$ cat config.mk
export PLATFORM = sky130hd
export DESIGN_NAME = lcw_div
export DESIGN_NICKNAME = d
export VERILOG_FILES = /design/src/sv/lcw_pkg.sv /design/src/sv/lcw_div.sv
export SDC_FILE = /design/constraint.sdc
export NUM_CORES = 1
export LEC_CHECK = 0
export ABC_CLOCK_PERIOD_IN_PS = 3000
export BUFFER_PORTS_ARGS = -buffer_cell sky130_fd_sc_hd__buf_4
export CORE_ASPECT_RATIO = 1.1
export CORE_UTILIZATION = 25
export CTS_BUF_LIST = sky130_fd_sc_hd__clkbuf_8
export DETAILED_ROUTE_END_ITERATION = 10
export PLACE_DENSITY_LB_ADDON = 0.25
export SLEW_MARGIN = 5
export SYNTH_ARGS = -nofsm -noshare
export SYNTH_HDL_FRONTEND = slang
export SYNTH_SLANG_ARGS = --single-unit
export TNS_END_PERCENT = 10
$ cat constraint.sdc
create_clock -name clk_i -period 3 [get_ports clk_i]
set_input_delay 0.3 -clock clk_i [delete_from_list [all_inputs] [get_ports clk_i]]
set_output_delay 0.3 -clock clk_i [all_outputs]
set_load 0.01 [all_outputs]
$ cat src/sv/lcw_pkg.sv
// Shared types, widths and constants of the line clip window core.
// No dependencies; compiled first.
`default_nettype none

package lcw_pkg;

  localparam int CoordBits = 12;
  localparam int PW        = CoordBits + 2;
  localparam int NW        = 2 * PW + 1;
  localparam int DW        = CoordBits + 1;
  localparam int QB        = CoordBits + 1;

  typedef logic signed [CoordBits-1:0] coord_t;
  typedef logic signed [PW-1:0]        wide_t;
  typedef logic signed [NW-1:0]        num_t;
  typedef logic [DW-1:0]               den_t;

  typedef enum logic [1:0] {
    REG_LEFT,
    REG_RIGHT,
    REG_BOTTOM,
    REG_TOP
  } cfg_idx_e;

  localparam coord_t WinLeftRst   = coord_t'(150);
  localparam coord_t WinRightRst  = coord_t'(450);
  localparam coord_t WinBottomRst = coord_t'(150);
  localparam coord_t WinTopRst    = coord_t'(300);

  typedef struct packed {
    coord_t start_x;
    coord_t start_y;
    coord_t end_x;
    coord_t end_y;
  } seg_t;

  typedef struct packed {
    logic   visible;
    coord_t clip_start_x;
    coord_t clip_start_y;
    coord_t clip_end_x;
    coord_t clip_end_y;
  } clip_t;

  typedef struct packed {
    coord_t left;
    coord_t right;
    coord_t bottom;
    coord_t top;
  } win_t;

  typedef struct packed {
    wide_t n;
    wide_t d;
  } frac_t;

  typedef struct packed {
    frac_t en;
    frac_t lv;
    wide_t delta;
    logic  rej;
  } axis_t;

  typedef struct packed {
    coord_t x1;
    coord_t y1;
    wide_t  dx;
    wide_t  dy;
    frac_t  enx;
    frac_t  lvx;
    frac_t  eny;
    frac_t  lvy;
    logic   rej;
  } sta_t;

  typedef struct packed {
    coord_t x1;
    coord_t y1;
    wide_t  dx;
    wide_t  dy;
    frac_t  tmin;
    frac_t  tmax;
    logic   rej;
  } bnd_t;

  typedef struct packed {
    logic vis;
    num_t sx;
    num_t sy;
    num_t ex;
    num_t ey;
    den_t dmin;
    den_t dmax;
  } div_in_t;

endpackage

`default_nettype wire

$ cat src/sv/lcw_div.sv
// Pipelined restoring divider lane, one quotient bit per stage, floor or ceiling rounding.
// Depends on lcw_pkg.
`default_nettype none

module lcw_div (
  input  wire logic          clk_i,
  input  lcw_pkg::num_t      num_i,
  input  lcw_pkg::den_t      den_i,
  input  wire logic          ceil_i,
  output lcw_pkg::coord_t    quo_o
);
  import lcw_pkg::*;

  logic [NW-1:0] mag;
  logic [DW-1:0] rem_q  [QB+1];
  logic [QB-1:0] quo_q  [QB+1];
  logic          neg_q  [QB+1];
  logic          ceil_q [QB+1];
  logic [QB-1:0] low_q  [QB];
  logic [DW-1:0] den_q  [QB];

  assign mag = num_i[NW-1] ? NW'(-num_i) : num_i;

  always_ff @(posedge clk_i) begin
    rem_q[0]  <= mag[QB+DW-1:QB];
    low_q[0]  <= mag[QB-1:0];
    quo_q[0]  <= '0;
    den_q[0]  <= den_i;
    neg_q[0]  <= num_i[NW-1];
    ceil_q[0] <= ceil_i;
  end

  for (genvar k = 0; k < QB; k++) begin : g_step
    logic [DW:0] trial, diff;
    assign trial = {rem_q[k], low_q[k][QB-1-k]};
    assign diff  = trial - {1'b0, den_q[k]};
    always_ff @(posedge clk_i) begin
      rem_q[k+1]  <= diff[DW] ? trial[DW-1:0] : diff[DW-1:0];
      quo_q[k+1]  <= {quo_q[k][QB-2:0], !diff[DW]};
      neg_q[k+1]  <= neg_q[k];
      ceil_q[k+1] <= ceil_q[k];
    end
    if (k < QB - 1) begin : g_pass
      always_ff @(posedge clk_i) begin
        low_q[k+1] <= low_q[k];
        den_q[k+1] <= den_q[k];
      end
    end
  end

  logic          inc;
  logic [QB:0]   mag2, res;

  assign inc   = (|rem_q[QB]) & (ceil_q[QB] ^ neg_q[QB]);
  assign mag2  = {1'b0, quo_q[QB]} + (QB+1)'(inc);
  assign res   = neg_q[QB] ? -mag2 : mag2;
  assign quo_o = res[CoordBits-1:0];

endmodule

`default_nettype wire

# Yosys cells after proc, flatten, opt, wreduce, memory -nomap -nowiden
# Memories as Yosys holds them, arrays and structs flattened.
# Cells that the tools add are included.
[op_classes]
n_addsub = 16
muxes = 15
bitwise_logic = 2
n_reduce_logical = 14
[op_table]
columns = ["cell", "count"]
rows = [
  ["14-bit by 13-bit subtractor with 14-bit output", 13],
  ["13-bit two-way mux", 13],
  ["26-bit two-way mux", 1],
  ["26-bit negation", 1],
  ["1-bit zero test", 13],
  ["13-bit OR reduction", 1],
  ["12-bit by 1-bit adder with 12-bit output", 1],
  ["12-bit two-way mux", 1],
  ["12-bit negation", 1],
  ["1-bit bitwise AND", 1],
  ["1-bit bitwise XOR", 1],
]
[word_totals]
reg_bits = 0
mem_bits_rw = 730
inputBits = 44
output_inout_bits = 12
wordCells = 53
n_memories = 6
[memory_table]
columns = ["memory", "words", "width", "read_ports", "rd_clocked_by_memory_dff", "wr", "line_no", "text"]
rows = [
  ["quo_q", 14, 13, 14, 0, 14, "lcw_div.sv:16", "logic [QB-1:0] quo_q [QB+1];"],
  ["rem_q", 14, 13, 14, 0, 14, "lcw_div.sv:15", "logic [DW-1:0] rem_q [QB+1];"],
  ["den_q", 13, 13, 13, 0, 13, "lcw_div.sv:20", "logic [DW-1:0] den_q [QB];"],
  ["low_q", 13, 13, 13, 0, 13, "lcw_div.sv:19", "logic [QB-1:0] low_q [QB];"],
  ["ceil_q", 14, 1, 14, 0, 14, "lcw_div.sv:18", "logic ceil_q [QB+1];"],
  ["neg_q", 14, 1, 14, 0, 14, "lcw_div.sv:17", "logic neg_q [QB+1];"],
]

# Depth between registers and ports, before layout
# An unclocked memory read counts as a cell.
[logic_depth]
word_depth = 6
depth_mapped = 13
mapped_depth_nobuf = 12

# Worst setup path before layout
# OpenSTA, ideal clock, no wires.
[synth_timing]
kind = "register to output"
start = "mem rem_q[13][9] (netlist bit)"
end = "out quo_o[9]"
arrival_ps = 3016
required_time_ps = 2700
path_slack_ps = -316
stages_incl_launch_ff = 13
cell_sequence = "dfxtp_1 -> or4_1 -> nor3_1 -> a31oi_1 -> ha_1 -> ha_1 -> clkbuf_1 -> or4_1 -> a21oi_1 -> o211ai_1 -> o2111ai_1 -> nor4b_2 -> xor2_1"
[synth_rtl]
columns = ["item", "line_no", "text"]
rows = [
  ["from (decl)", "lcw_div.sv:15", ""],
  ["to (decl)", "lcw_div.sv:10", "output lcw_pkg::coord_t quo_o"],
]

==> metrics.md <==
| Metric | Value |
|---|---|
| DRT antenna net count | 0 |
| Setup crit start kind | flip-flop |
| Ys Warns | 0 |
| Vias in the first global route | around 16000 |
| Mapped cell area | 22200 µm² |
| CP delay by family, top | simple AND/OR/NAND/NOR gates |
| Filler cells | about 9000 |
| Sequential element share of the synthesized area | about half |
| Initial cell density of the core | 25.3% |
| Slowest stage delay, CP | between 0.5 and 0.6 ns |
| Pin count of the biggest net entering global routing | 28 |
| Num CTS Buffers | 92 |
| CP dominant cell by count | or4_4 |
| HP Class | in -> reg |
| Most frequent cell after synthesis | dfxtp_1 |
| Primary FF master, synth | dfxtp_1 |
| Aggregate routed wire length | between 40 and 50 mm |
| Static leakage | approximately 0.012 µW |
| Vias/cell | 4.21 |
| Core area | around 88000 µm² |
| Initial antenna violation count | 1 |
| Number of synthesized flops with an enable pin | 0 |
| Synthesized area per cell | 10.3 µm² |
| Register area | about 11000 µm² |
| CP Cell Sequence | or4_4 -> nor3_4 -> a31oi_2 -> ha_2 -> ha_4 -> or4_4 -> a21oi_2 -> o211ai_1 -> o2111ai_1 -> nor4b_4 -> xor2_1 -> buf_4 |
| DR vias | between 15000 and 20000 |
| Worst path required time | ~2.7 ns |
| Status | complete, but fails checks |
| Root buf cell | clkbuf_8 |
| # Max-Cap Violations | 0 |
| Max VDD drop | ~0.43 mV |
| RSZ-0062 raised after global routing | true |
| Top Ports | 56 |
| Nets | 2625 |
| Final setup viols | 11 |
| Crit. End Element | output port |
| Area leader, netlist | dfxtp_1 |
| Seq cells post-synth | roughly 550 |
| Synth cell types | slightly below 70 |
| CP Max Fanout | 5 |
| DR pass1 iterations | 6 |
| Clk_lat worst skew | roughly 0.66 ns |
| Final Cycle Share | 136% |
| Row count | 114 |
| Iter 0 DRT Violations | 421 |
| Clk pin slew, worst setup/hold paths | roughly 0.06 ns |
| Max Slew Vio Count | 0 |
| Min Tclk post-route | slightly above 4 ns |
| Gr ovfl total | 0 |
| Critical path class | reg -> out |
| CTS tree | yes |
| Worst reg-to-reg setup slack | about 0.15 ns |
| P&R area growth vs syn | 22.1% |
| Total power | around 32000 µW |
| Yosys top cell area share | 49.4% |
| Final Util | 30.8% |
| Buffers plus inverters on the worst setup path | 1 |
| Post-Synthesis Cells | roughly 2200 |
| Die ar. | ~90000 µm² |
| Synth area leaders | dfxtp_1 (49%), ha_1 (9.7%), mux2_2 (4.9%), xnor2_1 (4.5%), inv_1 (3.9%) |
| Share of cells above drive strength 1 | roughly 16% |
| DRC Markers | 0 |
| Setup TNS | -7.09 ns |
| Relative slew slack | about 36% |
| Clk_skew | between 0.02 and 0.03 ns |
| Achievable Freq | approximately 250 MHz |
| Fin. Hold Viols | 0 |
| First-pass GRT wire length | around 74 mm |
| Async SR Flop Fraction | 0% |
| CTS Buffer Depth | 3 |
| Placer congestion estimate | 0.858 |
| GRT Total Usage | under 10% |
| Most frequent cells after synthesis | dfxtp_1 (548), inv_1 (229), ha_1 (173) |
| DR WL/cell | around 12 µm |
| Num Clock Sinks | between 500 and 600 |
| Setup ws final | -1.08 ns |
| Slowest CP cell | or4_4 |
| Measured slew at the worst slew-check pin | ~0.95 ns |
| DP HPWL | about 33 mm |
| CTS H-tree depth | 3 |
| Area occupied by multi-input gates | approximately 10000 µm² |
| PortBufs | 53 |
| Die height | between 300 and 400 µm |
| Failing checks | setup timing |
| Worst Path Arrival | ~3.8 ns |
| Syn Nets | 2390 |
| Die width | about 290 µm |
| Pwr dens | ~1200 nW/µm² |
worst register-to-register path, cell delays in order (launching register included):
cell	delay (ns)
dfxtp_1	0.35
inv_1	0.05
ha_1	0.25
nor2b_1	0.18
o31ai_1	0.09
buf_4	0.15
a21oi_1	0.27
o22ai_1	0.16
xnor2_1	0.76
buf_4	0.26
buf_12	0.12
nor2_1	0.04
a21oi_1	0.11
per-stage QoR:
stage          worst slack (ns)  hold slack [ns]  cells  instance area [µm²]
6_report                  -1.08            0.288   3629                27100
5_1_grt                   -1.35            0.249   3629                27100
4_1_cts                   -1.35            0.226   3625                27100
3_5_place_dp             -0.772            0.312   3401                24400
3_3_place_gp             -0.763            0.312   3401                24400
2_1_floorplan            -0.246            0.310   2160                22200
flip-flops by register name, summed over array words and instances (netlist names):
| name | cells |
|---|---|
| rem_q | 182 |
| quo_q | 78 |
| den_q | 169 |
| low_q | 91 |
| ceil_q | 14 |
| neg_q | 14 |
layout by cell type (no fill, tap or decap), types with 7 or more instances in the layout:
cell	count
dlygate4sd3_1	54
and3_1	11
o21bai_1	17
a211oi_1	15
clkinv_2	13
nor3_1	39
or4_1	9
o21ai_1	8
o31ai_1	33
mux2_2	96
mux2i_1	29
mux2_1	13
clkbuf_8	121
and2_1	8
o21a_1	43
o211ai_1	7
a21oi_1	150
fa_1	13
buf_4	115
nand2_1	80
nand3_1	14
xor2_1	42
inv_1	253
nand2b_1	33
o21ai_0	82
nor2_1	143
xnor2_1	109
nor2b_1	42
nand4_1	7
dfxtp_1	548
ha_1	171
a21o_1	22
a21boi_0	18
routing by layer:
metal	global-route usage [%]	wire, µm
met5	0	0
met4	4.23	1510
met3	2.26	1400
met2	19.4	23600
met1	9.66	16900
what timing repair did:
item | 4_1_cts | 5_1_grt
endpoints found under the setup margin | 22 | 11
hold buffers | 54 | 0
buffers inserted | 3 | 3
resized for setup | 20 | 7
endpoints found under the hold margin | 41 | 0
pin swaps | 14 | 10
area by class of cell:
type | instances | share of cell area [%]
flip-flops and latches | 548 | 40.4
repair buffers | 171 | 5.29
clock buffers | 121 | 6.14
multi-input cells | 1353 | 38.5
diodes | 1 | 0.00922
inverters | 229 | 3.17
well taps | 1160 | 5.35
clock inverters | 46 | 1.13
report_power, final:
part | total, µW | switching, µW | internal [µW]
Sequential | 10600 | 1030 | 9540
Combinational | 14200 | 7140 | 7090
Clock | 6830 | 2950 | 3880
path summary, 6_finish.rpt:
check | startpoint | to | cells after the start
worst max-delay path | rem_q[13][11]$_DFF_P_ | quo_o[9] | 12
worst min-delay path | den_i[11] | den_q[0][11]$_DFF_P_ | 2
worst max register to register | den_q[1][53]$_DFF_P_ | rem_q[13][2]$_DFF_P_ | 12
worst min register to register | neg_q[1][2]$_DFF_P_ | neg_q[1][3]$_DFF_P_ | 0
logic make-up after synthesis:
logic type,count (synthesis),synth area share [%]
compound gates,452,12.9
xor+xnor,156,6.15
fa+ha+maj,186,10.9
buf+inv,259,4.44
flops,548,49.4
mux,138,6.83
simple gates,421,9.37
Power figures use the tool's default switching activity.
