<file path="config.mk">
export PLATFORM = sky130hd
export DESIGN_NAME = lcw_axis
export DESIGN_NICKNAME = d
export VERILOG_FILES = /design/src/sv/lcw_pkg.sv /design/src/sv/lcw_axis.sv
export SDC_FILE = /design/constraint.sdc
export NUM_CORES = 1
export LEC_CHECK = 0
export ABC_AREA = 1
export BUFFER_PORTS_ARGS = -buffer_cell sky130_fd_sc_hd__buf_4
export CAP_MARGIN = 20
export CORE_AREA = 2 2 155 157
export DETAILED_ROUTE_END_ITERATION = 8
export DIE_AREA = 0 0 157 159
export GPL_TIMING_DRIVEN = 0
export PLACE_DENSITY = 0.77
export SKIP_CTS_REPAIR_TIMING = 1
export SLEW_MARGIN = 20
export SYNTH_ARGS = -nofsm -noshare
export SYNTH_HDL_FRONTEND = slang
export SYNTH_SLANG_ARGS = --single-unit
</file>
<file path="constraint.sdc">
create_clock -name clk_i -period 3.65 [get_ports clk_i]
set_input_delay 0 -clock clk_i [delete_from_list [all_inputs] [get_ports clk_i]]
set_output_delay 0 -clock clk_i [all_outputs]
set_load 0.05 [all_outputs]
</file>
<file path="src/sv/lcw_pkg.sv">
// Shared types, widths and constants of the line clip window core.
// No dependencies; compiled first.
`default_nettype none

package lcw_pkg;

  localparam int CoordBits = 12;
  localparam int PW        = CoordBits + 2;
  localparam int NW        = 2 * PW + 1;
  localparam int DW        = CoordBits + 1;
  localparam int QB        = CoordBits + 1;

  typedef logic signed [CoordBits-1:0] coord_t;
  typedef logic signed [PW-1:0]        wide_t;
  typedef logic signed [NW-1:0]        num_t;
  typedef logic [DW-1:0]               den_t;

  typedef enum logic [1:0] {
    REG_LEFT,
    REG_RIGHT,
    REG_BOTTOM,
    REG_TOP
  } cfg_idx_e;

  localparam coord_t WinLeftRst   = coord_t'(150);
  localparam coord_t WinRightRst  = coord_t'(450);
  localparam coord_t WinBottomRst = coord_t'(150);
  localparam coord_t WinTopRst    = coord_t'(300);

  typedef struct packed {
    coord_t start_x;
    coord_t start_y;
    coord_t end_x;
    coord_t end_y;
  } seg_t;

  typedef struct packed {
    logic   visible;
    coord_t clip_start_x;
    coord_t clip_start_y;
    coord_t clip_end_x;
    coord_t clip_end_y;
  } clip_t;

  typedef struct packed {
    coord_t left;
    coord_t right;
    coord_t bottom;
    coord_t top;
  } win_t;

  typedef struct packed {
    wide_t n;
    wide_t d;
  } frac_t;

  typedef struct packed {
    frac_t en;
    frac_t lv;
    wide_t delta;
    logic  rej;
  } axis_t;

  typedef struct packed {
    coord_t x1;
    coord_t y1;
    wide_t  dx;
    wide_t  dy;
    frac_t  enx;
    frac_t  lvx;
    frac_t  eny;
    frac_t  lvy;
    logic   rej;
  } sta_t;

  typedef struct packed {
    coord_t x1;
    coord_t y1;
    wide_t  dx;
    wide_t  dy;
    frac_t  tmin;
    frac_t  tmax;
    logic   rej;
  } bnd_t;

  typedef struct packed {
    logic vis;
    num_t sx;
    num_t sy;
    num_t ex;
    num_t ey;
    den_t dmin;
    den_t dmax;
  } div_in_t;

endpackage

`default_nettype wire

</file>
<file path="src/sv/lcw_axis.sv">
// Per-axis edge tests: entering ratio clamped below at 0, leaving ratio clamped above at 1.
// Depends on lcw_pkg.
`default_nettype none

module lcw_axis (
  input  wire logic          clk_i,
  input  lcw_pkg::seg_t      seg_i,
  input  lcw_pkg::win_t      win_i,
  output lcw_pkg::sta_t      st_o
);
  import lcw_pkg::*;

  function automatic axis_t axis_fn(coord_t a1, coord_t a2, coord_t lo, coord_t hi);
    wide_t dd;
    wide_t d;
    wide_t e;
    wide_t l;
    axis_t r;
    dd    = wide_t'(a2) - wide_t'(a1);
    r.rej = 1'b0;
    if (dd > 0) begin
      d = dd;
      e = wide_t'(lo) - wide_t'(a1);
      l = wide_t'(hi) - wide_t'(a1);
    end else if (dd < 0) begin
      d = -dd;
      e = wide_t'(a1) - wide_t'(hi);
      l = wide_t'(a1) - wide_t'(lo);
    end else begin
      d     = wide_t'(1);
      e     = '0;
      l     = wide_t'(1);
      r.rej = (a1 < lo) || (a1 > hi);
    end
    if (e > 0) begin
      r.en.n = e;
      r.en.d = d;
    end else begin
      r.en.n = '0;
      r.en.d = wide_t'(1);
    end
    if (l < d) begin
      r.lv.n = l;
      r.lv.d = d;
    end else begin
      r.lv.n = wide_t'(1);
      r.lv.d = wide_t'(1);
    end
    r.delta = dd;
    return r;
  endfunction

  axis_t ax, ay;
  sta_t  st_d, st_q;

  assign ax = axis_fn(seg_i.start_x, seg_i.end_x, win_i.left, win_i.right);
  assign ay = axis_fn(seg_i.start_y, seg_i.end_y, win_i.bottom, win_i.top);

  always_comb begin
    st_d.x1  = seg_i.start_x;
    st_d.y1  = seg_i.start_y;
    st_d.dx  = ax.delta;
    st_d.dy  = ay.delta;
    st_d.enx = ax.en;
    st_d.lvx = ax.lv;
    st_d.eny = ay.en;
    st_d.lvy = ay.lv;
    st_d.rej = ax.rej | ay.rej;
  end

  always_ff @(posedge clk_i) begin
    st_q <= st_d;
  end

  assign st_o = st_q;

endmodule

`default_nettype wire

</file>
---- After elaboration in Yosys (flattened, before gate mapping) ----
Index checks and enable logic that the tools add are counted.
storage, ports and cells
  register bits after elaboration ......... 163
  bits in latches ......................... 0
  memory bits (writable) .................. 0
  ROM bits ................................ 0
  input port bits ......................... 97
  output and inout port bits .............. 165
  word-level logic and storage cells ...... 56
  memories ................................ 0
cells by class
  add/subtract/negate cells ............... 12
  multiply operators ...................... 0
  divide/modulo/power cells ............... 0
  $lt $le $gt $ge ......................... 12
  equal/unequal tests ..................... 0
  shift operators ......................... 0
  mux-type cells .......................... 16
  bitwise logic cells ..................... 1
  reductions and logical operators ........ 2
operators by type and width
  cell                   number
  $mux W14               12
  $sub A12 B12 Y13       10
  $gt A14 B1 Y1 const B  2
  $lt A14 B14 Y1         2
  $neg A13 Y14           2
  $gt A13 B1 Y1 const B  2
  $lt A13 B1 Y1 const B  2
  $gt A12 B12 Y1         2
  $lt A12 B12 Y1         2
  $mux W1                4
  $logic_or A1 B1 Y1     2
  $or A1 B1 Y1           1

---- Depth between registers and ports, before layout ----
  depth in word-level cells ............... 5
  depth in mapped cells ................... 32
  mapped depth without buffers ............ 29

---- Least setup slack after synthesis ----
OpenSTA, ideal clock, no wires.
  path type ............................... input to register
  start point ............................. in seg_i[0] (netlist bit)
  end point ............................... reg st_q (netlist bit st_o[11])
  library setup time ...................... 0.126 ns
  arrival ................................. 3.532 ns
  required time ........................... 3.524 ns
  setup slack ............................. -0.008 ns
  cell stages on the path ................. 27
  buffers on the path ..................... 3
  path through ............................ inv_1 -> ha_1 -> fa_1 -> ha_1 -> inv_1 -> nor2_4 -> nand3_2 -> nor2_2 -> nand3_2 -> nor2_4 -> nand3_4 -> nand2_4 -> buf_4 -> clkbuf_1 -> nor2_1 -> nor2_1 -> inv_1 -> ha_1 -> a21oi_1 -> nor2_1 -> a211oi_1 -> nand2_1 -> nand2_1 -> nand3b_1 -> nand2_2 -> buf_2 -> nor2_1
on the way
  cells in the longest elaborated chain, start to end .. 5
  elaborated cells between the ends (all ways) .. 9
  those cells by class .................... add/sub: 2; order compare: 3; mux: 4
ends and longest elaborated chain
  element                                        RTL line                        RTL
  from (decl)                                    lcw_axis.sv:7                   input lcw_pkg::seg_t seg_i,
  $sub A12 B12 Y13 *                             lcw_axis.sv:19                  dd = wide_t'(a2) - wide_t'(a1);
  $neg A13 Y14 or $lt A13 B1 Y1 (tied branches)  lcw_axis.sv:26, lcw_axis.sv:25
  $mux W14                                       lcw_axis.sv:25                  end else if (dd < 0) begin
  $mux W14                                       lcw_axis.sv:21                  if (dd > 0) begin
  $lt A14 B14 Y1                                 lcw_axis.sv:42                  if (l < d) begin
  to (signal assigned)                           lcw_axis.sv:72                  st_q <= st_d;
  to (decl)                                      lcw_axis.sv:54                  sta_t st_d, st_q;
Every way passes the cells marked *; elsewhere a longest branch is shown, timed or not.
A chain may end at the register's enable or synchronous reset.

---- Final worst setup path ----
  start point ............................. in seg_i[36] (netlist bit)
  end point ............................... reg st_q (netlist bit st_o[79])
on the way
  cells in the longest elaborated chain, start to end .. 5
  elaborated cells between the ends (all ways) .. 11
  those cells by class .................... add/sub: 4; order compare: 3; mux: 4
ends and longest elaborated chain
  element                                        RTL line
  $sub A12 B12 Y13                               lcw_axis.sv:19
  $neg A13 Y14 or $lt A13 B1 Y1 (tied branches)  lcw_axis.sv:26, lcw_axis.sv:25
  $mux W14                                       lcw_axis.sv:25
  $mux W14                                       lcw_axis.sv:21
  $lt A14 B14 Y1                                 lcw_axis.sv:42
Parallel ways exist; a longest one is shown, timed or not.

==> impl_metrics.csv <==
group,metric,value,unit
die,die_h,159,µm
timing,worstMarginPinSlew,0.6187,ns
synthesis,synthArstFlopShare,0,
synthesis,avgSynthCellArea,7.080,µm²
synthesis,synth-seq-cells,159,
die,start_util,0.4957,
worst_hold_path,holdPathStages,3,
clock_tree,cts.clk_slew.worst_paths,0.08,ns
critical_path,critPathSlowestCell,"fa_2",
clock_tree,cts-root-buf,"clkbuf_16",
final_layout,finalNetCount,2220,
die,core,23190,µm²
critical_path,worst_ep_arrival_time,3.99,ns
critical_path,critPathMaxFanout,10,
synthesis,synth_edf_count,0,
synthesis,seq_area_frac_synth,0.2769,
critical_path,crit_type,"in2reg",
place,dpl_cell_area,13880,µm²
clock_tree,cts_made_buffers,17,
timing,finalSetupViolations,0,
timing,finalCritPeriodShare,0.9922,
die,rows,56,
critical_path,crit_path_end_kind,"flop",
global_routing,grt_pass1_wl,57690,µm
final_layout,layout.cells.most_common,"nand2_1",
drt,drt-initial-drc-count,919,
drt,routed_via_density,5.177,
drt,wire_per_inst,17.30,µm
drt,drc_errors,0,
timing,period_needed,3.621,ns
drt,vias,11890,
place,gp_congestion,0.9550,
place,dpl_worst_slack,-1.206,ns
global_routing,grt_use_total,0.2974,
critical_path,critical_path_required,4.02,ns
drt,totalWireLength,39720,µm
drt,ant_nets,0,
outcome,status,"completed",
timing,postLayoutSetupSlackWorst,0.02853,ns
global_routing,grt_max_degree,19,
worst_hold_path,hold_start,"seg_i[36]",
synthesis,ys_types,56,
synthesis,ys.flop_type,"dfxtp_1",
power_and_ir_drop,cellPowerDensity,627.7,nW/µm²
die,dieArea,24960,µm²
final_layout,largest_register_ffs,159,
synthesis,synthCells,1624,
clock_tree,numClockSinks,159,
final_layout,synthToLayoutAreaGrowth,34.61,%
flow_run,drv_cap,0,
place,dp.cells,2210,
timing,fmax,276.1,MHz
timing,fin_hold_ws,0.01912,ns
die,ioPinCount,262,
timing,fin_tns_setup,0,ns
clock_tree,clockBufferDepth,2,
synthesis,yosys_warnings,0,
worst_hold_path,min_path_type,"in2reg",
final_layout,final_area,15480,µm²
power_and_ir_drop,p_leak,8.222,nW
final_layout,drive_above_1_share,0.2382,
final_layout,mostFrequentLayoutCells,"305 x nand2_1, 297 x buf_4, 270 x inv_1, 159 x dfxtp_1, 145 x nor2_1",
clock_tree,cts_tree,"done",
final_layout,stdcell_count,2296,
die,die_w,157,µm
critical_path,startpoint_type,"input pin",
critical_path,slowest_delay,0.60,ns
synthesis,syn_area,11500,µm²
global_routing,grt-ovfl-total,0,
global_routing,grt_pass1_vias,11030,
timing,slew_viol_final,0,
place,dpl.hpwl,30670,µm
power_and_ir_drop,vdd_ir_drop_max,0.4265,mV
final_layout,n_antenna_cell,0,
worst_hold_path,hold-path-endpoint,"st_o[127]",
place,io_buffers,261,
timing,hold_viol,0,
timing,slew_headroom,0.5832,
global_routing,grt_antenna_before_repair,0,
clock_tree,htree_levels,4,
drt,drt-pass1-iter-count,6,
==> worst max-delay path: cells and delay by family <==
| family | cells | cell delay [ns] |
|---|---|---|
| fa+ha+maj | 4 | 1.25 |
| simple gates | 16 | 1.98 |
| compound gates | 1 | 0.11 |
| buf+inv | 5 | 0.62 |
==> where the power goes <==
part | switching, mW | leakage (nW) | total [mW] | internal, mW
clock network | 0.913 | 0.285 | 1.84 | 0.925
logic | 3.74 | 6.60 | 5.53 | 1.79
registers | 0.153 | 1.33 | 2.35 | 2.20
==> logic make-up (layout without fill, tap and decap cells) <==
group / after synthesis / after routing / share of synthesized area
buf+inv: 330 / 677 / 0.1154
fa+ha+maj: 159 / 159 / 0.1796
flops: 159 / 159 / 0.2769
other cells: 2 / 8 / 0.0006532
xor+xnor: 75 / 75 / 0.05844
compound gates: 247 / 247 / 0.1218
simple gates: 652 / 652 / 0.2474
==> cell type report <==
| cell class | instances | area (µm²) |
|---|---|---|
| buffer | 49 | 382.9 |
| clock buffer | 17 | 425.4 |
| clock inverter | 15 | 171.4 |
| fill | 2001 | 7716 |
| inverter | 279 | 1054 |
| multi-input combinational | 1141 | 7345 |
| sequential | 159 | 3183 |
| tap | 319 | 399.1 |
| timing repair buffer | 317 | 2516 |
==> per-stage QoR <==
step / total power, mW / utilization
floorplan: 5.800 / -
global placement: 7.275 / 0.5985
detailed placement: 7.329 / 0.5985
CTS: 9.167 / 0.6242
global route: 10.20 / 0.6673
finish: 9.715 / 0.6673
==> synth_stat cells (all sizes together), types with 3 or more instances <==
library cell,n,area [µm²]
nand2,324,1259
inv,278,1044
nor2,181,754.5
dfxtp,159,3183
ha,149,1864
a21oi,112,564.3
nand3,92,488.0
o21ai,68,340.3
xor2,57,506.7
clkbuf,29,108.9
buf,22,170.2
nor3,18,90.09
xnor2,18,165.2
nand4,17,106.4
o22ai,17,106.4
or2,11,68.82
fa,10,200.2
a211oi,8,60.06
a31oi,8,50.05
a21o,7,52.55
nand3b,4,30.03
a221oi,3,26.28
a22oi,3,22.52
o21bai,3,22.52
o31ai,3,22.52
==> how the worst max path moves through the flow <==
stage               endpoint  depth (start not counted)      start
floorplan           st_o[11]                         27   seg_i[0]
global placement    st_o[11]                         29  seg_i[24]
detailed placement  st_o[16]                         29  seg_i[24]
CTS                 st_o[16]                         29  seg_i[24]
global route        st_o[20]                         31  seg_i[24]
finish              st_o[79]                         26  seg_i[36]
==> metal layers <==
layer,share of wire,wire length [µm],global-route usage,up-vias
met5,0,0,0,-
met4,0.027,1090,0.09216,0
met3,0.083,3316,0.05199,96
met2,0.44,17620,0.4520,535
met1,0.45,17700,0.4281,5417
li1,-,-,-,5838
Note: power is estimated with default switching activity, not from simulation.
